$ cat src/sv/mcsg_pkg.sv
`default_nettype none
package mcsg_pkg;

  localparam int CoordBits    = 11;
  localparam int RowBits      = 13;
  localparam int XFinalBits   = 12;
  localparam int ColorBits    = 24;
  localparam int RadiusBits   = 4;
  localparam int MaxRadiusDef = 15;
  localparam int RadiusReset  = 1;
  localparam int SpanLimit    = 48;
  localparam int CountBits    = $clog2(SpanLimit + 1);
  // a, b: b reaches about 12, a can drop to -1 on radius zero
  localparam int StepBits     = 6;
  localparam int ErrBits      = 10;

  typedef struct packed {
    logic [CoordBits-1:0] center_x;
    logic [CoordBits-1:0] center_y;
    logic [ColorBits-1:0] color;
    logic                 draw_enable;
  } point_t;

  typedef struct packed {
    logic signed [RowBits-1:0] row_y;
    logic [CoordBits-1:0]      x_first;
    logic [XFinalBits-1:0]     x_final;
    logic [ColorBits-1:0]      span_color;
    logic                      last_span;
  } span_t;

  typedef enum logic [1:0] {
    PH_LOW_POS  = 2'd0,
    PH_LOW_NEG  = 2'd1,
    PH_HIGH_POS = 2'd2,
    PH_HIGH_NEG = 2'd3
  } phase_t;

  typedef struct packed {
    logic start;
    logic emit;
  } dp_cmd_t;

  typedef struct packed {
    logic out_valid;
    logic last;
  } dp_stat_t;

endpackage
`default_nettype wire

$ cat src/sv/midpoint_circle_span_generator.sv
// First span: the point loads the stepping registers, then the output register.
// One span per cycle while span_stall is low; four spans per step, up to 48 per
//   drawn point, from the single stepping datapath; draw_enable clear gives none.
// Output register lets the next point be accepted while the last span waits.
// Reset (rst, synchronous): radius = 1, controller idle, output register empty.
`default_nettype none
module midpoint_circle_span_generator
  import mcsg_pkg::*;
#(
  parameter int MAX_RADIUS = MaxRadiusDef
) (
  input  wire logic                  clk,
  input  wire logic                  rst,
  input  wire logic                  cfg_wen,
  input  wire logic [RadiusBits-1:0] cfg_wdata,
  input  wire logic                  point_valid,
  output logic                       point_stall,
  input  wire point_t                point,
  output logic                       span_valid,
  input  wire logic                  span_stall,
  output span_t                      span
);

  dp_cmd_t  cmd;
  dp_stat_t stat;

  mcsg_ctrl u_ctrl (
    .clk         (clk),
    .rst         (rst),
    .point_valid (point_valid),
    .draw_enable (point.draw_enable),
    .point_stall (point_stall),
    .span_stall  (span_stall),
    .stat        (stat),
    .cmd         (cmd)
  );

  mcsg_datapath #(
    .MAX_RADIUS (MAX_RADIUS)
  ) u_dp (
    .clk        (clk),
    .rst        (rst),
    .cfg_wen    (cfg_wen),
    .cfg_wdata  (cfg_wdata),
    .point      (point),
    .span_stall (span_stall),
    .cmd        (cmd),
    .stat       (stat),
    .span_valid (span_valid),
    .span       (span)
  );

endmodule
`default_nettype wire

$ cat src/sv/mcsg_ctrl.sv
`default_nettype none
module mcsg_ctrl
  import mcsg_pkg::*;
(
  input  wire logic     clk,
  input  wire logic     rst,
  input  wire logic     point_valid,
  input  wire logic     draw_enable,
  output logic          point_stall,
  input  wire logic     span_stall,
  input  wire dp_stat_t stat,
  output dp_cmd_t       cmd
);

  typedef enum logic {
    IDLE,
    RUN
  } state_t;

  state_t state;

  assign point_stall = (state == RUN);

  always_comb begin
    cmd.start = (state == IDLE) && point_valid && draw_enable;
    cmd.emit  = (state == RUN) && (!stat.out_valid || !span_stall);
  end

  always_ff @(posedge clk) begin
    if (rst) begin
      state <= IDLE;
    end else begin
      case (state)
        IDLE: begin
          if (cmd.start) state <= RUN;
        end
        RUN: begin
          if (cmd.emit && stat.last) state <= IDLE;
        end
        default: state <= IDLE;
      endcase
    end
  end

endmodule
`default_nettype wire

$ cat src/sv/mcsg_datapath.sv
`default_nettype none
module mcsg_datapath
  import mcsg_pkg::*;
#(
  parameter int MAX_RADIUS = MaxRadiusDef
) (
  input  wire logic                  clk,
  input  wire logic                  rst,
  input  wire logic                  cfg_wen,
  input  wire logic [RadiusBits-1:0] cfg_wdata,
  input  wire point_t                point,
  input  wire logic                  span_stall,
  input  wire dp_cmd_t               cmd,
  output dp_stat_t                   stat,
  output logic                       span_valid,
  output span_t                      span
);

  localparam logic [RadiusBits-1:0] RMax = RadiusBits'(MAX_RADIUS);
  localparam logic [CoordBits-1:0]  CMask = CoordBits'((1 << CoordBits) - 1);

  logic [RadiusBits-1:0]      radius;
  logic [CoordBits-1:0]       cx, cy;
  logic [ColorBits-1:0]       color;
  logic signed [StepBits-1:0] a, b;
  logic signed [ErrBits-1:0]  dx, dy, err;
  phase_t                     phase;
  logic [CountBits-1:0]       count;

  logic [RadiusBits-1:0]      r_sat;
  logic signed [StepBits-1:0] a_next, b_next;
  logic signed [ErrBits-1:0]  dx_next, dy_next, err_next, err_mid;
  logic signed [ErrBits:0]    decide;
  logic                       last;
  logic signed [StepBits-1:0] coord;
  logic signed [RowBits-1:0]  row_base, row_off;

  assign r_sat = (radius > RMax) ? RMax : radius;

  // one midpoint step, applied after the fourth span
  always_comb begin
    b_next   = b + StepBits'(1);
    err_mid  = err + dy;
    dy_next  = dy + ErrBits'(2);
    decide   = {err_mid, 1'b0} + (ErrBits+1)'(dx);
    a_next   = a;
    err_next = err_mid;
    dx_next  = dx;
    if (decide > 0) begin
      a_next   = a - StepBits'(1);
      err_next = err_mid + dx;
      dx_next  = dx + ErrBits'(2);
    end
  end

  assign last = (phase == PH_HIGH_NEG) &&
                ((a_next < b_next) || (count == CountBits'(SpanLimit - 1)));

  always_comb begin
    stat.last      = last;
    stat.out_valid = span_valid;
  end

  always_comb begin
    row_base = RowBits'(cy);
    case (phase)
      PH_LOW_POS:  begin coord = b; row_off = RowBits'(b);  end
      PH_LOW_NEG:  begin coord = b; row_off = -RowBits'(b); end
      PH_HIGH_POS: begin coord = a; row_off = RowBits'(a);  end
      PH_HIGH_NEG: begin coord = a; row_off = -RowBits'(a); end
      default:     begin coord = a; row_off = RowBits'(a);  end
    endcase
  end

  always_ff @(posedge clk) begin
    if (rst) begin
      radius <= RadiusBits'(RadiusReset);
    end else if (cfg_wen) begin
      radius <= cfg_wdata;
    end
  end

  always_ff @(posedge clk) begin
    if (cmd.start) begin
      cx    <= point.center_x & CMask;
      cy    <= point.center_y & CMask;
      color <= point.color;
      a     <= StepBits'(r_sat);
      b     <= '0;
      dx    <= ErrBits'(1) - ErrBits'({r_sat, 1'b0});
      dy    <= '0;
      err   <= '0;
      phase <= PH_LOW_POS;
      count <= '0;
    end else if (cmd.emit) begin
      count <= count + CountBits'(1);
      case (phase)
        PH_LOW_POS:  phase <= PH_LOW_NEG;
        PH_LOW_NEG:  phase <= PH_HIGH_POS;
        PH_HIGH_POS: phase <= PH_HIGH_NEG;
        default: begin
          phase <= PH_LOW_POS;
          a     <= a_next;
          b     <= b_next;
          dx    <= dx_next;
          dy    <= dy_next;
          err   <= err_next;
        end
      endcase
    end
  end

  // output register
  always_ff @(posedge clk) begin
    if (rst) begin
      span_valid <= 1'b0;
    end else if (cmd.emit) begin
      span_valid <= 1'b1;
    end else if (!span_stall) begin
      span_valid <= 1'b0;
    end
  end

  always_ff @(posedge clk) begin
    if (cmd.emit) begin
      span.row_y      <= row_base + row_off;
      span.x_first    <= cx;
      span.x_final    <= XFinalBits'(cx) + XFinalBits'(coord[StepBits-2:0]);
      span.span_color <= color;
      span.last_span  <= last;
    end
  end

endmodule
`default_nettype wire

$ cat config.mk
export PLATFORM = sky130hd
export DESIGN_NAME = midpoint_circle_span_generator
export DESIGN_NICKNAME = d
export VERILOG_FILES = /design/src/sv/mcsg_pkg.sv /design/src/sv/midpoint_circle_span_generator.sv /design/src/sv/mcsg_ctrl.sv /design/src/sv/mcsg_datapath.sv
export SDC_FILE = /design/constraint.sdc
export NUM_CORES = 1
export LEC_CHECK = 0
export BUFFER_PORTS_ARGS = -buffer_cell sky130_fd_sc_hd__clkbuf_2
export CELL_PAD_IN_SITES_DETAIL_PLACEMENT = 0
export CELL_PAD_IN_SITES_GLOBAL_PLACEMENT = 1
export CORE_ASPECT_RATIO = 2
export CORE_UTILIZATION = 29
export DETAILED_ROUTE_END_ITERATION = 8
export PLACE_DENSITY = 0.51
export SYNTH_ARGS = -nofsm -noshare
export SYNTH_HDL_FRONTEND = slang
export SYNTH_HIERARCHICAL = 1
export SYNTH_SLANG_ARGS = --single-unit
$ cat constraint.sdc
create_clock -name clk -period 5.8 [get_ports clk]
set_input_delay 1.16 -clock clk [delete_from_list [all_inputs] [get_ports clk]]
set_output_delay 1.16 -clock clk [all_outputs]
set_load 0.02 [all_outputs]
==> out/qor.log <==
qor: run_status.status complete, no violations
qor: detailed_routing.route.antenna.remaining_nets 0
qor: sta.setup-violations-final 0
qor: sta.worst_slew_margin_rel 0.376
qor: detailed_routing.detail_route.wl_per_cell 17.3 um
qor: worst_hold_path.hold_path.class register to register
qor: pwr.leakage 0.00380 uW
qor: die.floorplan.die.width 120 um
qor: sta.max_freq 185 MHz
qor: cts.clk_pin_slew 0.07 ns
qor: detailed_routing.routed_wl 20.1 mm
qor: cells_and_area.antennaDiodeCount 0
qor: cts.clockBufferDepth 2
qor: logic_synthesis.gate_count_of_the_mapped_netlist 685
qor: sta.hold_violation_count_in_the_final_report 0
qor: critical_path.cp_common_cell ha_1
qor: sta.timing.final.crit_share 0.934
qor: critical_path.worstSetupPathType register to register
qor: die.placeableCoreArea 27100 um^2
qor: cts.post_cts_resized 0
qor: critical_path.timing.critical_path.slowest_cell_delay 0.50 ns
qor: cells_and_area.mostFrequentLayoutCell edfxtp_1
qor: sta.fin_skew 0.0117 ns
qor: critical_path.cp_num_buf_inv 1
qor: logic_synthesis.dominantRegCellSynth edfxtp_1
qor: place.placedCellCount 1130
qor: sta.fin_crit 5.42 ns
qor: cts.cts.sink_count 161
qor: critical_path.crit_chain ha_1, a21o_1, a21oi_1, o21bai_1, a2111o_1, and3_1, nor2_1, ha_1, nand3b_1, o21ai_0, a221oi_1, and3_4, nand3_2, nand2_2, nand2_1, xnor2_1, ha_1, nand4_1, o21a_1, or4_1, a31oi_1, buf_4, a211oi_2
qor: logic_synthesis.post-synth-top-area-fraction 0.448
qor: global_routing.wire_length_of_the_first_global_routing_pass 31.0 mm
qor: logic_synthesis.synth.cell_area 8050 um^2
qor: global_routing.vias_in_the_first_global_route 5696
qor: die.io_pins 119
qor: cts.tritoncts yes
qor: pwr.power_density 338 nW/um^2
qor: global_routing.antenna_found_initial 0
qor: place.dpl.hpwl 15.4 mm
qor: detailed_routing.drt_iter0_drc 202
qor: critical_path.worstPathRequired 6.08 ns
qor: sta.totalNegativeSetupSlack 0 ns
qor: logic_synthesis.synthDistinctLibCells 60
qor: cts.cts-buffers-inserted 17
qor: logic_synthesis.post-synth-top-area-cell edfxtp_1
qor: cts.htree_num_levels 4
qor: logic_synthesis.syn-num-nets 801
qor: cells_and_area.final-instance-count-excl-fill 1163
qor: sta.unrepaired_setup_endpoints_after_global_routing false
qor: critical_path.end_kind register
qor: logic_synthesis.synth-warning-count 6
qor: die.fp-row-count 85
qor: cts.clk_latency 0.44 ns
qor: die.die-area 28500 um^2
qor: detailed_routing.detail_route.first_pass.iterations 4
qor: cells_and_area.post_route_cells_drive_above_1_share 0.215
qor: detailed_routing.via_per_inst 4.77
qor: sta.maxSlewViolCount 0
qor: pwr.ir_drop 0.203 mV
qor: logic_synthesis.async_set_or_reset_flop_fraction_in_the_synthesized_netlist 0
qor: logic_synthesis.ys_top_cells_by_area edfxtp_1, dfxtp_1, ha_1, xnor2_1, nor2_1
qor: cells_and_area.nNetsFinal 918
qor: critical_path.crit_path_max_fanout 10
qor: global_routing.grt_max_degree 78
qor: cells_and_area.most-common-layout-cells edfxtp_1, clkbuf_2, nor2_1
qor: place.final_weighted_congestion_of_routability_driven_global_placement 0.787
qor: global_routing.grt.total_usage 0.147
qor: critical_path.worstPathArrival 5.70 ns
qor: critical_path.cpLargestDelayFamily simple AND/OR/NAND/NOR gates
qor: critical_path.crit_path_start_kind register
qor: logic_synthesis.synth_sequential_area_ratio 0.550
qor: logic_synthesis.number_of_register_bits_inferred_by_synthesis 161
qor: run.max-cap-violations 0
qor: cts.ctsRootBufferMaster clkbuf_16
qor: detailed_routing.post_detailed_route_drc_marker_count 0
qor: critical_path.critical-path-slowest-cell or4_1
qor: global_routing.globalRouteOverflowTotal 0
qor: sta.max_slew.worst_pin.slew 0.936 ns
qor: cells_and_area.synth_to_final_area_change 19.0%
qor: place.numPortBuffers 118
qor: detailed_routing.via_count 5546
qor: logic_synthesis.syn-mean-instance-area 11.7 um^2
qor: logic_synthesis.synth-edff-count 120
qor: die.floorplan.initialDensity 0.297
qor: die.floorplan.die.height 238 um
## cell usage after synthesis (13+ instances only)
library cell,number
edfxtp_1,120
nor2_1,62
ha_1,56
a21oi_1,46
xnor2_1,45
dfxtp_1,41
nand2_1,40
inv_1,29
o21ai_0,28
xor2_1,22
clkbuf_1,19
nand3_1,16
nor3_1,14
a211oi_1,13
mux2i_1,13
## flip-flops by register name (all words and copies together), names as in the netlist, 9 cells and up
register    count
u_dp/dy         9
u_dp/span      61
u_dp/err       10
u_dp/dx         9
u_dp/cx        11
u_dp/color     24
u_dp/cy        11
## repair_timing
item                       CTS  global route
hold buffers                 0             0
setup buffers                0             1
setup endpoints to repair    0             2
## routing by layer
metal / wire [um] / up-vias / GRT usage / part of all wire
li1: - / 2751 / - / -
met5: 0 / - / 0 / 0
met1: 6670 / 2663 / 0.127 / 0.33
met2: 12200 / 101 / 0.304 / 0.61
met3: 511 / 31 / 0.0310 / 0.025
met4: 681 / 0 / 0.0746 / 0.034
## final cells by class
type	count	area, um^2
Multi-Input combinational cell	470	3410
Inverter	29	109
Clock inverter	12	121
Tap cell	348	435
Fill cell	2735	17500
Sequential cell	161	4420
Clock buffer	20	437
Timing Repair Buffer	123	641
## final timing paths
check                                         startpoint                            end  slack [ns]  depth (start not counted)
worst min-delay path            u_dp/color[13]$_DFFE_PP_        u_dp/span[14]$_DFFE_PP_        0.42                          0
worst min register to register  u_dp/color[13]$_DFFE_PP_        u_dp/span[14]$_DFFE_PP_        0.42                          0
worst max register to register   u_dp/dy[2]$_SDFFE_PP0P_  u_ctrl/point_stall$_SDFF_PP0_        0.38                         23
worst max-delay path             u_dp/dy[2]$_SDFFE_PP0P_  u_ctrl/point_stall$_SDFF_PP0_        0.38                         23
## through the flow
stage / instance area (um^2) / setup slack (ns) / total power (uW) / hold WS (ns) / utilization
final: 9580 / 0.385 / 3240 / 0.418 / 0.353
after CTS: 9570 / 0.326 / 3300 / 0.419 / 0.353
after global routing: 9580 / 0.0212 / 3410 / 0.427 / 0.353
after detailed placement: 9010 / 0.343 / 2200 / 0.405 / 0.332
after floorplan: 8050 / 0.961 / 1990 / 0.400 / -
after global placement: 9010 / 0.462 / 2180 / 0.401 / 0.332
## logic make-up after synthesis
group                    synth area share
adder cells (fa/ha/maj)            0.0970
AND/OR/NAND/NOR                     0.104
AO/OA/AOI/OAI                       0.125
XOR/XNOR                           0.0729
multiplexers                       0.0246
buffers and inverters              0.0271
flip-flops                          0.550
## where the power goes
part           internal (uW)  switching, uW  total [uW]  leakage, uW
Sequential              1350           50.1        1410      0.00145
Combinational            307            453         760      0.00209
Clock                    599            476        1080     0.000264
Power figures use the tool's default switching activity.
